==> config.mk <==
export PLATFORM = sky130hd
export DESIGN_NAME = raw10_raw12_sensor_to_sequential_repack
export DESIGN_NICKNAME = d
export VERILOG_FILES = /design/src/rrsr_pkg.sv /design/src/rrsr_collect.sv /design/src/rrsr_outbuf.sv /design/src/raw10_raw12_sensor_to_sequential_repack.sv
export SDC_FILE = /design/constraint.sdc
export NUM_CORES = 1
export LEC_CHECK = 0
export ABC_CLOCK_PERIOD_IN_PS = 4600
export BUFFER_PORTS_ARGS = -buffer_cell sky130_fd_sc_hd__buf_2
export CAP_MARGIN = 20
export CORE_ASPECT_RATIO = 1.4
export CORE_UTILIZATION = 60
export DETAILED_ROUTE_END_ITERATION = 10
export PLACE_DENSITY = 0.78
export SLEW_MARGIN = 20
export SYNTH_ARGS = -nofsm -noshare
export SYNTH_HDL_FRONTEND = slang
export SYNTH_SLANG_ARGS = --single-unit
==> constraint.sdc <==
create_clock -name clk -period 4.6 [get_ports clk]
set_clock_uncertainty 0.2 [all_clocks]
set_input_delay 0 -clock clk [delete_from_list [all_inputs] [get_ports clk]]
set_output_delay 0 -clock clk [all_outputs]
set_load 0.1 [all_outputs]
==> src/rrsr_pkg.sv <==
package rrsr_pkg;

  // Field and register widths
  localparam int BYTE_W       = 8;
  localparam int GROUP_BYTES  = 6;
  localparam int GROUP_W      = GROUP_BYTES * BYTE_W;
  localparam int POS_W        = 3;
  localparam int MODE_W       = 1;
  localparam int GPL_W        = 12;
  localparam int PAD_W        = 10;
  localparam int LPF_W        = 15;
  localparam int LINE_CNT_W   = LPF_W - 1;
  localparam int CFG_ADDR_W   = 2;
  localparam int CFG_DATA_W   = 15;
  localparam int OUT_USER_W   = 2;

  // Line length limit and frame height limit
  localparam int MAX_LINE_GROUPS = 2048;
  localparam int MAX_FRAME_LINES = 16384;

  // Register indexes
  localparam logic [CFG_ADDR_W-1:0] REG_PIXEL_MODE      = 2'd0;
  localparam logic [CFG_ADDR_W-1:0] REG_GROUPS_PER_LINE = 2'd1;
  localparam logic [CFG_ADDR_W-1:0] REG_PAD_BYTES       = 2'd2;
  localparam logic [CFG_ADDR_W-1:0] REG_LINES_PER_FRAME = 2'd3;

  // Pixel modes
  localparam logic MODE_RAW10 = 1'b0;
  localparam logic MODE_RAW12 = 1'b1;

  // Last byte position of a group, per mode
  localparam logic [POS_W-1:0] LAST_POS_RAW10 = 3'd4;
  localparam logic [POS_W-1:0] LAST_POS_RAW12 = 3'd5;

  typedef logic [GROUP_BYTES-1:0][BYTE_W-1:0] grp_bytes_t;

  typedef struct packed {
    logic             pixel_mode;
    logic [GPL_W-1:0] groups_per_line;
    logic [PAD_W-1:0] pad_bytes;
    logic [LPF_W-1:0] lines_per_frame;
  } cfg_t;

  // One finished group handed to the output stage
  typedef struct packed {
    logic               load;
    logic               raw12;
    logic               eol;
    logic               eof;
    logic [GROUP_W-1:0] data;
  } grp_res_t;

  // Ten-bit group: four high bytes, then the low bits; result MSB first
  function automatic logic [GROUP_W-1:0] pack10(input grp_bytes_t g);
    logic [BYTE_W-1:0] lo;
    lo = g[4];
    pack10 = {g[0], lo[7:6], g[1], lo[5:4], g[2], lo[3:2], g[3], lo[1:0],
              8'h00};
  endfunction

  // Twelve-bit group: two pixel pairs, each with a shared low-nibble byte
  function automatic logic [GROUP_W-1:0] pack12(input grp_bytes_t g);
    pack12 = {g[0], g[2][7:4], g[1], g[2][3:0],
              g[3], g[5][7:4], g[4], g[5][3:0]};
  endfunction

endpackage

==> src/rrsr_collect.sv <==
module rrsr_collect #(
  parameter int MAX_LINE_GROUPS = rrsr_pkg::MAX_LINE_GROUPS
) (
  input  logic                              clk,
  input  logic                              rst_n,
  input  rrsr_pkg::cfg_t                    cfg,
  input  logic                              in_tvalid,
  output logic                              in_tready,
  input  logic [rrsr_pkg::BYTE_W-1:0]       in_tdata,
  input  logic                              can_load,
  output rrsr_pkg::grp_res_t                res
);

  localparam int GW = $clog2(MAX_LINE_GROUPS + 1);
  localparam int LW = (GW > rrsr_pkg::GPL_W) ? GW : rrsr_pkg::GPL_W;
  localparam int FW = rrsr_pkg::LPF_W;

  rrsr_pkg::grp_bytes_t                 store_r, store_nxt;
  logic [rrsr_pkg::POS_W-1:0]           pos_r, pos_nxt;
  logic [GW-1:0]                        grp_cnt_r, grp_cnt_nxt;
  logic [rrsr_pkg::LINE_CNT_W-1:0]      line_cnt_r, line_cnt_nxt;
  logic [rrsr_pkg::PAD_W-1:0]           pad_r, pad_nxt;

  logic [rrsr_pkg::POS_W-1:0] last_pos;
  logic [rrsr_pkg::POS_W-1:0] wr_idx;
  logic                       completes;
  logic                       accept;
  rrsr_pkg::grp_bytes_t       grp;
  logic [LW-1:0]              line_len;
  logic [LW-1:0]              grp_cnt_inc;
  logic [FW-1:0]              frame_len;
  logic [FW-1:0]              line_cnt_inc;
  logic                       eol;
  logic                       eof;

  // Group size and completion depend on state only
  assign last_pos  = cfg.pixel_mode ? rrsr_pkg::LAST_POS_RAW12 : rrsr_pkg::LAST_POS_RAW10;
  assign completes = (pad_r == '0) && (pos_r >= last_pos);
  assign in_tready = !completes || can_load;
  assign accept    = in_tvalid && in_tready;

  // Store slot for the incoming byte, wrapped to the store depth
  assign wr_idx = (pos_r >= rrsr_pkg::POS_W'(rrsr_pkg::GROUP_BYTES))
                ? pos_r - rrsr_pkg::POS_W'(rrsr_pkg::GROUP_BYTES) : pos_r;

  // Group as seen with the incoming byte merged in
  always_comb begin
    grp = store_r;
    grp[wr_idx] = in_tdata;
  end

  // Clamp line length and frame height
  always_comb begin
    line_len = LW'(cfg.groups_per_line);
    if (line_len == '0) begin
      line_len = LW'(1);
    end else if (line_len > LW'(MAX_LINE_GROUPS)) begin
      line_len = LW'(MAX_LINE_GROUPS);
    end
    frame_len = cfg.lines_per_frame;
    if (frame_len == '0) begin
      frame_len = FW'(1);
    end else if (frame_len > FW'(rrsr_pkg::MAX_FRAME_LINES)) begin
      frame_len = FW'(rrsr_pkg::MAX_FRAME_LINES);
    end
  end

  assign grp_cnt_inc  = LW'(grp_cnt_r) + LW'(1);
  assign line_cnt_inc = FW'(line_cnt_r) + FW'(1);
  assign eol = grp_cnt_inc >= line_len;
  assign eof = eol && (line_cnt_inc >= frame_len);

  // Hand a finished group to the output stage
  always_comb begin
    res.load  = accept && completes;
    res.raw12 = cfg.pixel_mode;
    res.eol   = eol;
    res.eof   = eof;
    res.data  = cfg.pixel_mode ? rrsr_pkg::pack12(grp) : rrsr_pkg::pack10(grp);
  end

  // Drop padding, collect bytes, advance line and frame counters
  always_comb begin
    store_nxt    = store_r;
    pos_nxt      = pos_r;
    grp_cnt_nxt  = grp_cnt_r;
    line_cnt_nxt = line_cnt_r;
    pad_nxt      = pad_r;
    if (accept) begin
      if (pad_r != '0) begin
        pad_nxt = pad_r - rrsr_pkg::PAD_W'(1);
      end else begin
        store_nxt = grp;
        if (completes) begin
          pos_nxt = '0;
          if (eol) begin
            grp_cnt_nxt = '0;
            pad_nxt     = cfg.pad_bytes;
            if (eof) begin
              line_cnt_nxt = '0;
            end else begin
              line_cnt_nxt = rrsr_pkg::LINE_CNT_W'(line_cnt_inc);
            end
          end else begin
            grp_cnt_nxt = GW'(grp_cnt_inc);
          end
        end else begin
          pos_nxt = pos_r + rrsr_pkg::POS_W'(1);
        end
      end
    end
  end

  always_ff @(posedge clk) begin
    if (!rst_n) begin
      pos_r      <= '0;
      grp_cnt_r  <= '0;
      line_cnt_r <= '0;
      pad_r      <= '0;
    end else begin
      pos_r      <= pos_nxt;
      grp_cnt_r  <= grp_cnt_nxt;
      line_cnt_r <= line_cnt_nxt;
      pad_r      <= pad_nxt;
    end
  end

  // Group bytes hold payload only
  always_ff @(posedge clk) begin
    store_r <= store_nxt;
  end

endmodule

==> src/rrsr_outbuf.sv <==
module rrsr_outbuf (
  input  logic                                clk,
  input  logic                                rst_n,
  input  rrsr_pkg::grp_res_t                  res,
  output logic                                can_load,
  output logic                                out_tvalid,
  input  logic                                out_tready,
  output logic [rrsr_pkg::BYTE_W-1:0]         out_tdata,
  output logic                                out_tlast,
  output logic [rrsr_pkg::OUT_USER_W-1:0]     out_tuser
);

  logic [rrsr_pkg::GROUP_W-1:0] data_r, data_nxt;
  logic [rrsr_pkg::POS_W-1:0]   cnt_r, cnt_nxt;
  logic                         eol_r, eol_nxt;
  logic                         eof_r, eof_nxt;
  logic                         take;
  logic                         last;

  assign out_tvalid = (cnt_r != '0);
  assign take       = out_tvalid && out_tready;
  assign last       = (cnt_r == rrsr_pkg::POS_W'(1));
  assign can_load   = (cnt_r == '0) || (last && out_tready);

  assign out_tdata  = data_r[rrsr_pkg::GROUP_W-1 -: rrsr_pkg::BYTE_W];
  assign out_tlast  = last;
  assign out_tuser  = {last && eof_r, last && eol_r};

  // Shift out one byte per beat, reload when the last beat leaves
  always_comb begin
    data_nxt = data_r;
    cnt_nxt  = cnt_r;
    eol_nxt  = eol_r;
    eof_nxt  = eof_r;
    if (take) begin
      data_nxt = data_r << rrsr_pkg::BYTE_W;
      cnt_nxt  = cnt_r - rrsr_pkg::POS_W'(1);
    end
    if (res.load) begin
      data_nxt = res.data;
      cnt_nxt  = res.raw12 ? rrsr_pkg::LAST_POS_RAW12 + rrsr_pkg::POS_W'(1)
                           : rrsr_pkg::LAST_POS_RAW10 + rrsr_pkg::POS_W'(1);
      eol_nxt  = res.eol;
      eof_nxt  = res.eof;
    end
  end

  always_ff @(posedge clk) begin
    if (!rst_n) begin
      cnt_r <= '0;
    end else begin
      cnt_r <= cnt_nxt;
    end
  end

  always_ff @(posedge clk) begin
    data_r <= data_nxt;
    eol_r  <= eol_nxt;
    eof_r  <= eof_nxt;
  end

endmodule

==> src/raw10_raw12_sensor_to_sequential_repack.sv <==
// Output: the first output beat of a group becomes valid in the cycle after the input
//   beat that completes the group; the group then leaves in 5 or 6 beats.
// Throughput: one source byte per cycle while in_tready is high, one output byte per
//   cycle while out_tready is high; padding bytes are taken one per cycle and produce nothing.
// Reset (rst_n low, synchronous): registers return to defaults, counters clear,
//   the output stage empties.
module raw10_raw12_sensor_to_sequential_repack #(
  parameter int MAX_LINE_GROUPS = rrsr_pkg::MAX_LINE_GROUPS
) (
  input  logic                                clk,
  input  logic                                rst_n,
  // source_byte
  input  logic                                in_tvalid,
  output logic                                in_tready,
  input  logic [rrsr_pkg::BYTE_W-1:0]         in_tdata,
  // out_byte; tlast is last_of_group
  output logic                                out_tvalid,
  input  logic                                out_tready,
  output logic [rrsr_pkg::BYTE_W-1:0]         out_tdata,
  output logic                                out_tlast,
  // bit 0 end_of_line, bit 1 end_of_frame
  output logic [rrsr_pkg::OUT_USER_W-1:0]     out_tuser,
  input  logic                                cfg_we,
  input  logic [rrsr_pkg::CFG_ADDR_W-1:0]     cfg_addr,
  input  logic [rrsr_pkg::CFG_DATA_W-1:0]     cfg_wdata
);

  rrsr_pkg::cfg_t     cfg_r;
  rrsr_pkg::grp_res_t res;
  logic               can_load;

  // Configuration registers
  always_ff @(posedge clk) begin
    if (!rst_n) begin
      cfg_r.pixel_mode      <= rrsr_pkg::MODE_RAW10;
      cfg_r.groups_per_line <= rrsr_pkg::GPL_W'(1);
      cfg_r.pad_bytes       <= '0;
      cfg_r.lines_per_frame <= rrsr_pkg::LPF_W'(1);
    end else if (cfg_we) begin
      case (cfg_addr)
        rrsr_pkg::REG_PIXEL_MODE:      cfg_r.pixel_mode <= cfg_wdata[0];
        rrsr_pkg::REG_GROUPS_PER_LINE: cfg_r.groups_per_line <= cfg_wdata[rrsr_pkg::GPL_W-1:0];
        rrsr_pkg::REG_PAD_BYTES:       cfg_r.pad_bytes <= cfg_wdata[rrsr_pkg::PAD_W-1:0];
        rrsr_pkg::REG_LINES_PER_FRAME: cfg_r.lines_per_frame <= cfg_wdata[rrsr_pkg::LPF_W-1:0];
        default: begin
        end
      endcase
    end
  end

  rrsr_collect #(
    .MAX_LINE_GROUPS(MAX_LINE_GROUPS)
  ) u_collect (
    .clk       (clk),
    .rst_n     (rst_n),
    .cfg       (cfg_r),
    .in_tvalid (in_tvalid),
    .in_tready (in_tready),
    .in_tdata  (in_tdata),
    .can_load  (can_load),
    .res       (res)
  );

  rrsr_outbuf u_outbuf (
    .clk        (clk),
    .rst_n      (rst_n),
    .res        (res),
    .can_load   (can_load),
    .out_tvalid (out_tvalid),
    .out_tready (out_tready),
    .out_tdata  (out_tdata),
    .out_tlast  (out_tlast),
    .out_tuser  (out_tuser)
  );

endmodule

Yosys cells after proc, flatten, opt, wreduce, memory -nomap -nowiden --
Index checks and enable logic that the tools add are counted.
Word-level totals: flip-flop bits (word level) 178, input port bits 30, output and inout bits 13, logic and storage cells 88
Cells by class: add/sub/neg operators 6, order comparisons 8, eq/ne operators 4, multiplexer cells 21, bitwise gates (word level) 1, reduce and logical (&&, ||, !) cells 30
Operators with widths (number):
- $mux W48 | 2
- $bwmux W48 | 1
- $mux W40 | 1
- $mux W12 | 3
- $mux W10 | 3
- $mux W15 | 2
- $demux W8 S3 | 1
- $add A14 B1 Y15 const B | 1
- $ge A15 B15 Y1 | 1
- $gt A15 B15 Y1 const B | 1
- $logic_not A15 Y1 | 1
- $mux W14 | 1
- $add A12 B1 Y12 const B | 1
- $ge A12 B12 Y1 | 1
- $gt A12 B12 Y1 const B | 1
- $logic_not A12 Y1 | 1
- $mux W3 | 4
- $logic_not A10 Y1 | 1
- $reduce_and A2 Y1 | 5
- $reduce_bool A10 Y1 | 1
- $sub A10 B1 Y10 const B | 1
- $logic_and A1 B1 Y1 | 9
- $mux W8 | 1
- $reduce_and A3 Y1 | 2
- other kinds (20) | 24

Longest topological paths before layout --
depth after elaboration 9, depth in mapped cells 14, gate-level depth less buffers 13

By module --
A second synthesis with hierarchy kept.
Second synthesis, totals: cells, all modules 891, area total of the unflattened synthesis 9574.2 um2
Modules (own cells, without submodules):
- rrsr_collect | instances 1, cells an instance 608, area an instance 5749.3 um2, sequential area each 2222.1 um2
- rrsr_outbuf | instances 1, cells an instance 140, area an instance 2381.0 um2, sequential area each 1561.5 um2
- raw10_raw12_sensor_to_sequential_repack | instances 1, cells an instance 143, area an instance 1443.9 um2, sequential area each 760.7 um2

Worst setup path before layout --
No wires, ideal clock.
path kind flip-flop to flip-flop, start reg u_collect.pos_r[0] (netlist name), end reg u_outbuf.data_r[0] (netlist name), enable pin, library setup time 407 ps, arrival 3043 ps, data required time 3993 ps, setup slack 950 ps, cell stages (with the launch flop) 10, path buffers 3, clock period less this slack 3650 ps, cells stage by stage dfxtp_1 -> clkbuf_1 -> inv_1 -> ha_1 -> nor3b_1 -> nor4_1 -> nand3_2 -> clkbuf_1 -> clkbuf_1 -> nand2_1
Between the ends: word-level cells in the longest chain between the ends 7
Ends and longest elaborated chain:
- from (decl) | line rrsr_collect.sv:19 | logic [rrsr_pkg::POS_W-1:0] pos_r, pos_nxt;
- from (signal assigned) | line rrsr_collect.sv:121 | pos_r <= pos_nxt;
- $ge A3 B3 Y1 (*) | line rrsr_collect.sv:38 | assign completes = (pad_r == '0) && (pos_r >= last_pos);
- $logic_and A1 B1 Y1 (*) | line rrsr_collect.sv:38
- $logic_not A1 Y1 | line rrsr_collect.sv:39 | assign in_tready = !completes || can_load;
- $logic_or A1 B1 Y1 | line rrsr_collect.sv:39
- $logic_and A1 B1 Y1 | line rrsr_collect.sv:40 | assign accept = in_tvalid && in_tready;
- $logic_and A1 B1 Y1 (*) | line rrsr_collect.sv:75 | res.load = accept && completes;
- $reduce_bool A2 Y1 (no line) (*)
- to (signal assigned) | line rrsr_outbuf.sv:57 | data_r <= data_nxt;
- to (decl) | line rrsr_outbuf.sv:13 | logic [rrsr_pkg::GROUP_W-1:0] data_r, data_nxt;
Mark *: on every way between the ends. The rest lies on a longest branch, timed or not. A chain may end at the register's enable or synchronous reset.

Worst setup path in the final report --
start reg u_collect.grp_cnt_r[2], end reg u_collect.line_cnt_r[6] (netlist name)
Between the ends: word-level cells in the longest chain between the ends 4, elaborated cells between the ends (all ways) 5, classes of those cells add/sub (1); order compare (1); mux (1); reduce/logical (2)
Ends and longest elaborated chain:
- from (decl) | line rrsr_collect.sv:20 | logic [GW-1:0] grp_cnt_r, grp_cnt_nxt;
- from (signal assigned) | line rrsr_collect.sv:122 | grp_cnt_r <= grp_cnt_nxt;
- $add A12 B1 Y12 (*) | line rrsr_collect.sv:68 | assign grp_cnt_inc = LW'(grp_cnt_r) + LW'(1);
- $ge A12 B12 Y1 (*) | line rrsr_collect.sv:70 | assign eol = grp_cnt_inc >= line_len;
- $logic_and A1 B1 Y1 | line rrsr_collect.sv:71 | assign eof = eol && (line_cnt_inc >= frame_len);
- $mux W14 | line rrsr_collect.sv:99 | if (eof) begin
- to (signal assigned) | line rrsr_collect.sv:123 | line_cnt_r <= line_cnt_nxt;
- to (decl) | line rrsr_collect.sv:21 | logic [rrsr_pkg::LINE_CNT_W-1:0] line_cnt_r, line_cnt_nxt;
Marked as above.

==> results.md <==
- Startpoint of the tightest hold check path: cfg_wdata[10]
- Via count of the first global-routing pass: 6695
- Height of the die: 147.9 um
- Remaining DRCs: 0
- Post-synthesis simple-gate area fraction: 17.67%
- Pwr/cell area: 423.2 nW/um2
- Overflow left after global routing: 0
- TritonCTS clock tree: done
- Iter 0 DRT Violations: 356
- Maximum vdd drop: 0.2746 mV
- Area fraction of the dominant cell type after synthesis: 32.25%
- Yosys warning count: 0
- Final setup margin: 1.032 ns
- Number of maximum-capacitance constraint violations: 0
- Final Hold Violating Endpoints: 0
- Final-report max-slew violation count: 0
- Wire length of the first global-routing pass: 31280 um
- Rows: 53
- Number of iterations in the first detailed-routing pass: 7
- Leading area contributor after synthesis: sky130_fd_sc_hd__edfxtp_1
- Worst slack at placement: 1.051 ns
- Reg-to-reg slack, setup: 1.03 ns
- Proportion of power drawn by combinational gates: 21.3%
- Synth async-reset ratio: 0%
- Sw frac: 31.65%
- TritonCTS buffer count: 17
- WS Path Type: reg2reg
- Worst r2r src: u_collect.grp_cnt_r[2]
- Cell area after synthesis: 9126 um2
- Nature of the critical path endpoint: flop
- Number of nets still failing antenna checks after routing: 0
- Overall fraction of global-route tracks in use: 25.20%
- Ys flop type: sky130_fd_sc_hd__edfxtp_1
- Hold endpoint: cfg_r[35]
- Most common cell after layout, fill and taps aside: sky130_fd_sc_hd__nand2_1
- CP Data Required Time: 4.72 ns
- Switching power of the nets: 1.374 mW
- Std-Cell Core Area: 14920 um2
- Area enclosed by the die boundary: 15710 um2
- Proportion of layout cells with a drive suffix above 1: 14.48%
- Dominant combinational cell family by area after synthesis: simple AND/OR/NAND/NOR gates
- Average cell area after synthesis: 9.888 um2
- Relative contribution of the clock network to total power: 31.9%
- Top area cells in the synthesized netlist: sky130_fd_sc_hd__edfxtp_1 32%, sky130_fd_sc_hd__dfxtp_1 18%, sky130_fd_sc_hd__nand2_1 7.2%
- Reg-to-Reg End: u_collect.line_cnt_r[6]
- Tightest Hold Check Type: in2reg
- Synthesized instance count: 923
- Avg WL per Cell: 16.01 um
- Number of buffers inserted to repair setup after CTS: 0
- H-tree levels: 4
- Clock-pin transition on the worst setup and hold timing paths: 0.07 ns
- Post-detailed-routing wire length: 18780 um
- Routability-driven placement congestion ratio: 0.8122
- Total half-perimeter wirelength after legalization and detailed placement: 12520 um
- Count of port buffers added during placement: 42
- Largest net degree at the start of global routing: 73
- Internal power contribution: 2.968 mW
- Count of vias placed by the detailed router: 6746
- Number of nets in the layout: 1034
- Synth Area in Compound Gates: 13.31%
- Syn Nets: 989
- Max transition margin: 26.28%
- Met3 routing resource usage after global routing: 3.439%
- Pleak: 3.899 nW
- Top-level I/O count: 43
- Number of synthesized flops with an enable pin: 98
- Pin slew with the least headroom to its limit: 1.097 ns
- Detail-routed via count per cell: 5.751
- Sequential power share: 46.8%
- Highest achievable clock rate: 280.3 MHz
- Final period demand of the worst path: 3.568 ns
- Number of cells on the worst reg-to-reg path: 11
- Most crowded layer after global routing: met2
- Clock tree root driver cell: sky130_fd_sc_hd__clkbuf_16
- CP Launch Type: flop
- Setup repair after global routing missed its margin: false
- Met1 usage: 28.82%
- Number of synthesized register bits: 178
- Met2 layer usage reported by global route: 47.47%
- Synth-to-Final Area Change: 12.42%
- Clock buffer depth: 2
- Post-Synth XOR/XNOR Area: 2.303%
- Total inserted antenna cells: 0
- Top library cells by usage in the layout, fill and taps aside: 174 x sky130_fd_sc_hd__nand2_1, 98 x sky130_fd_sc_hd__edfxtp_1, 79 x sky130_fd_sc_hd__dfxtp_1
- CTS Sinks: 178
- Die Width: 106.2 um
- Aggregate negative setup slack: 0 ns
- Post-cts sizing count: 0
- Share of the yosys chip area belonging to registers: 49.79%
- Portion of the clock cycle consumed by the worst path in the final layout: 77.56%
- Adder-cell share of the synthesized area: 4.936%
- Hold Crit Depth: 4
- Number of distinct library cell variants in the gate-level netlist after synthesis: 57
- Effective utilization at floorplan: 61.17%
- Number of antenna violations at the first check in global routing: 0
- Clk_lat worst skew: 0.43 ns
- Setup-failing EPs final: 0
- Run status: completed
- Crit Path Max Fanout: 13
- Filler cell count in the final layout: 1165
- WP data arrival: 3.69 ns
- Multiplexer area fraction after synthesis: 7.993%
area by class of cell:
class	instances	area [um2]	area share [%]
Timing Repair Buffer	84	603.1	5.878
Tap cell	192	240.2	2.341
Multi-Input combinational cell	663	4222	41.15
Clock inverter	14	130.1	1.268
Sequential cell	178	4546	44.31
Clock buffer	18	429.2	4.183
Inverter	24	90.09	0.8781
repair_timing:
action                                  CTS  global route
endpoints found under the hold margin   127             0
hold buffers                             31             0
endpoints found under the setup margin    0             0
critical path, cell delays in order (launching register included):
cell                      delay [ns]
sky130_fd_sc_hd__dfxtp_1        0.41
sky130_fd_sc_hd__nand3_1        0.12
sky130_fd_sc_hd__nor2_1         0.27
sky130_fd_sc_hd__nand3_1        0.15
sky130_fd_sc_hd__xnor2_1        0.17
sky130_fd_sc_hd__ha_1           0.31
sky130_fd_sc_hd__nand2_1        0.07
sky130_fd_sc_hd__o31ai_1        0.38
sky130_fd_sc_hd__a21oi_1        0.26
sky130_fd_sc_hd__nor2_1         0.63
sky130_fd_sc_hd__o21ai_0        0.21
sky130_fd_sc_hd__a31o_2         0.28
sequential cells by signal (all words and copies together) (netlist names):
| register | cells |
|---|---|
| u_collect.store_r | 48 |
| u_outbuf.data_r | 48 |
| cfg_r | 38 |
| u_collect.line_cnt_r | 14 |
| u_collect.grp_cnt_r | 12 |
| u_collect.pad_r | 10 |
| u_collect.pos_r | 3 |
| u_outbuf.cnt_r | 3 |
| u_outbuf.eof_r | 1 |
| u_outbuf.eol_r | 1 |
cells by family after synthesis:
logic type      count (synthesis)
fa+ha+maj                      36
simple gates                  348
compound gates                187
flops                         178
xor+xnor                       24
buf+inv                        82
mux                            68
Yosys cell counts (4+ instances only):
cell type / instances
sky130_fd_sc_hd__o21ai_0: 62
sky130_fd_sc_hd__dfxtp_1: 80
sky130_fd_sc_hd__xnor2_1: 13
sky130_fd_sc_hd__mux2_2: 39
sky130_fd_sc_hd__nor2b_1: 9
sky130_fd_sc_hd__o21a_1: 5
sky130_fd_sc_hd__nor2_1: 64
sky130_fd_sc_hd__xor2_1: 11
sky130_fd_sc_hd__nand2_1: 175
sky130_fd_sc_hd__and4b_1: 5
sky130_fd_sc_hd__a31oi_1: 7
sky130_fd_sc_hd__edfxtp_1: 98
sky130_fd_sc_hd__clkbuf_1: 41
sky130_fd_sc_hd__o211ai_1: 4
sky130_fd_sc_hd__nand3_1: 35
sky130_fd_sc_hd__ha_1: 36
sky130_fd_sc_hd__a21oi_1: 30
sky130_fd_sc_hd__inv_1: 23
sky130_fd_sc_hd__buf_2: 6
sky130_fd_sc_hd__a21boi_0: 54
sky130_fd_sc_hd__and3_1: 18
sky130_fd_sc_hd__a31o_2: 4
sky130_fd_sc_hd__mux2i_1: 29
sky130_fd_sc_hd__nor3b_1: 4
sky130_fd_sc_hd__buf_4: 8
sky130_fd_sc_hd__and2_1: 4
sky130_fd_sc_hd__o41ai_1: 4
sky130_fd_sc_hd__nor4_1: 8
per-stage QoR:
step | util, % | area, um2 | total power, mW | hold WS, ns | cells
CTS | 68.76 | 10260 | 4.366 | 0.1717 | 1173
global route | 68.76 | 10260 | 4.517 | 0.2187 | 1173
detailed placement | 62.93 | 9390 | 2.973 | 0.06609 | 1110
finish | 68.76 | 10260 | 4.342 | 0.1989 | 1173
floorplan | - | 9126 | 2.792 | -0.07737 | 923
global placement | 62.93 | 9390 | 2.939 | 0.05651 | 1110
worst max-delay path by stage:
stage	from	endpoint	slack, ns	depth (start not counted)
floorplan	u_collect.pos_r[0]	u_outbuf.data_r[0]	0.95	9
global placement	u_collect.grp_cnt_r[0]	u_collect.line_cnt_r[10]	1.14	12
detailed placement	u_collect.grp_cnt_r[0]	u_collect.line_cnt_r[10]	1.05	12
CTS	u_collect.grp_cnt_r[0]	u_collect.line_cnt_r[10]	1.05	12
global route	u_collect.grp_cnt_r[2]	u_collect.line_cnt_r[10]	0.72	11
finish	u_collect.grp_cnt_r[2]	u_collect.line_cnt_r[6]	1.03	11
routing by layer:
metal	vias to the layer above	routed length, um
met5	-	0
met4	0	304
met3	27	457
met2	113	10290
met1	3240	7732
li1	3366	-
power by group through the flow:
stage	clock network [mW]	logic, mW	registers (mW)
final	1.38	0.924	2.03
after global routing	1.47	0.997	2.05
after CTS	1.40	0.929	2.03
after detailed placement	0	0.905	2.07
after global placement	0	0.882	2.06
after floorplan	0	0.734	2.06
Note: power is estimated with default switching activity, not from simulation.
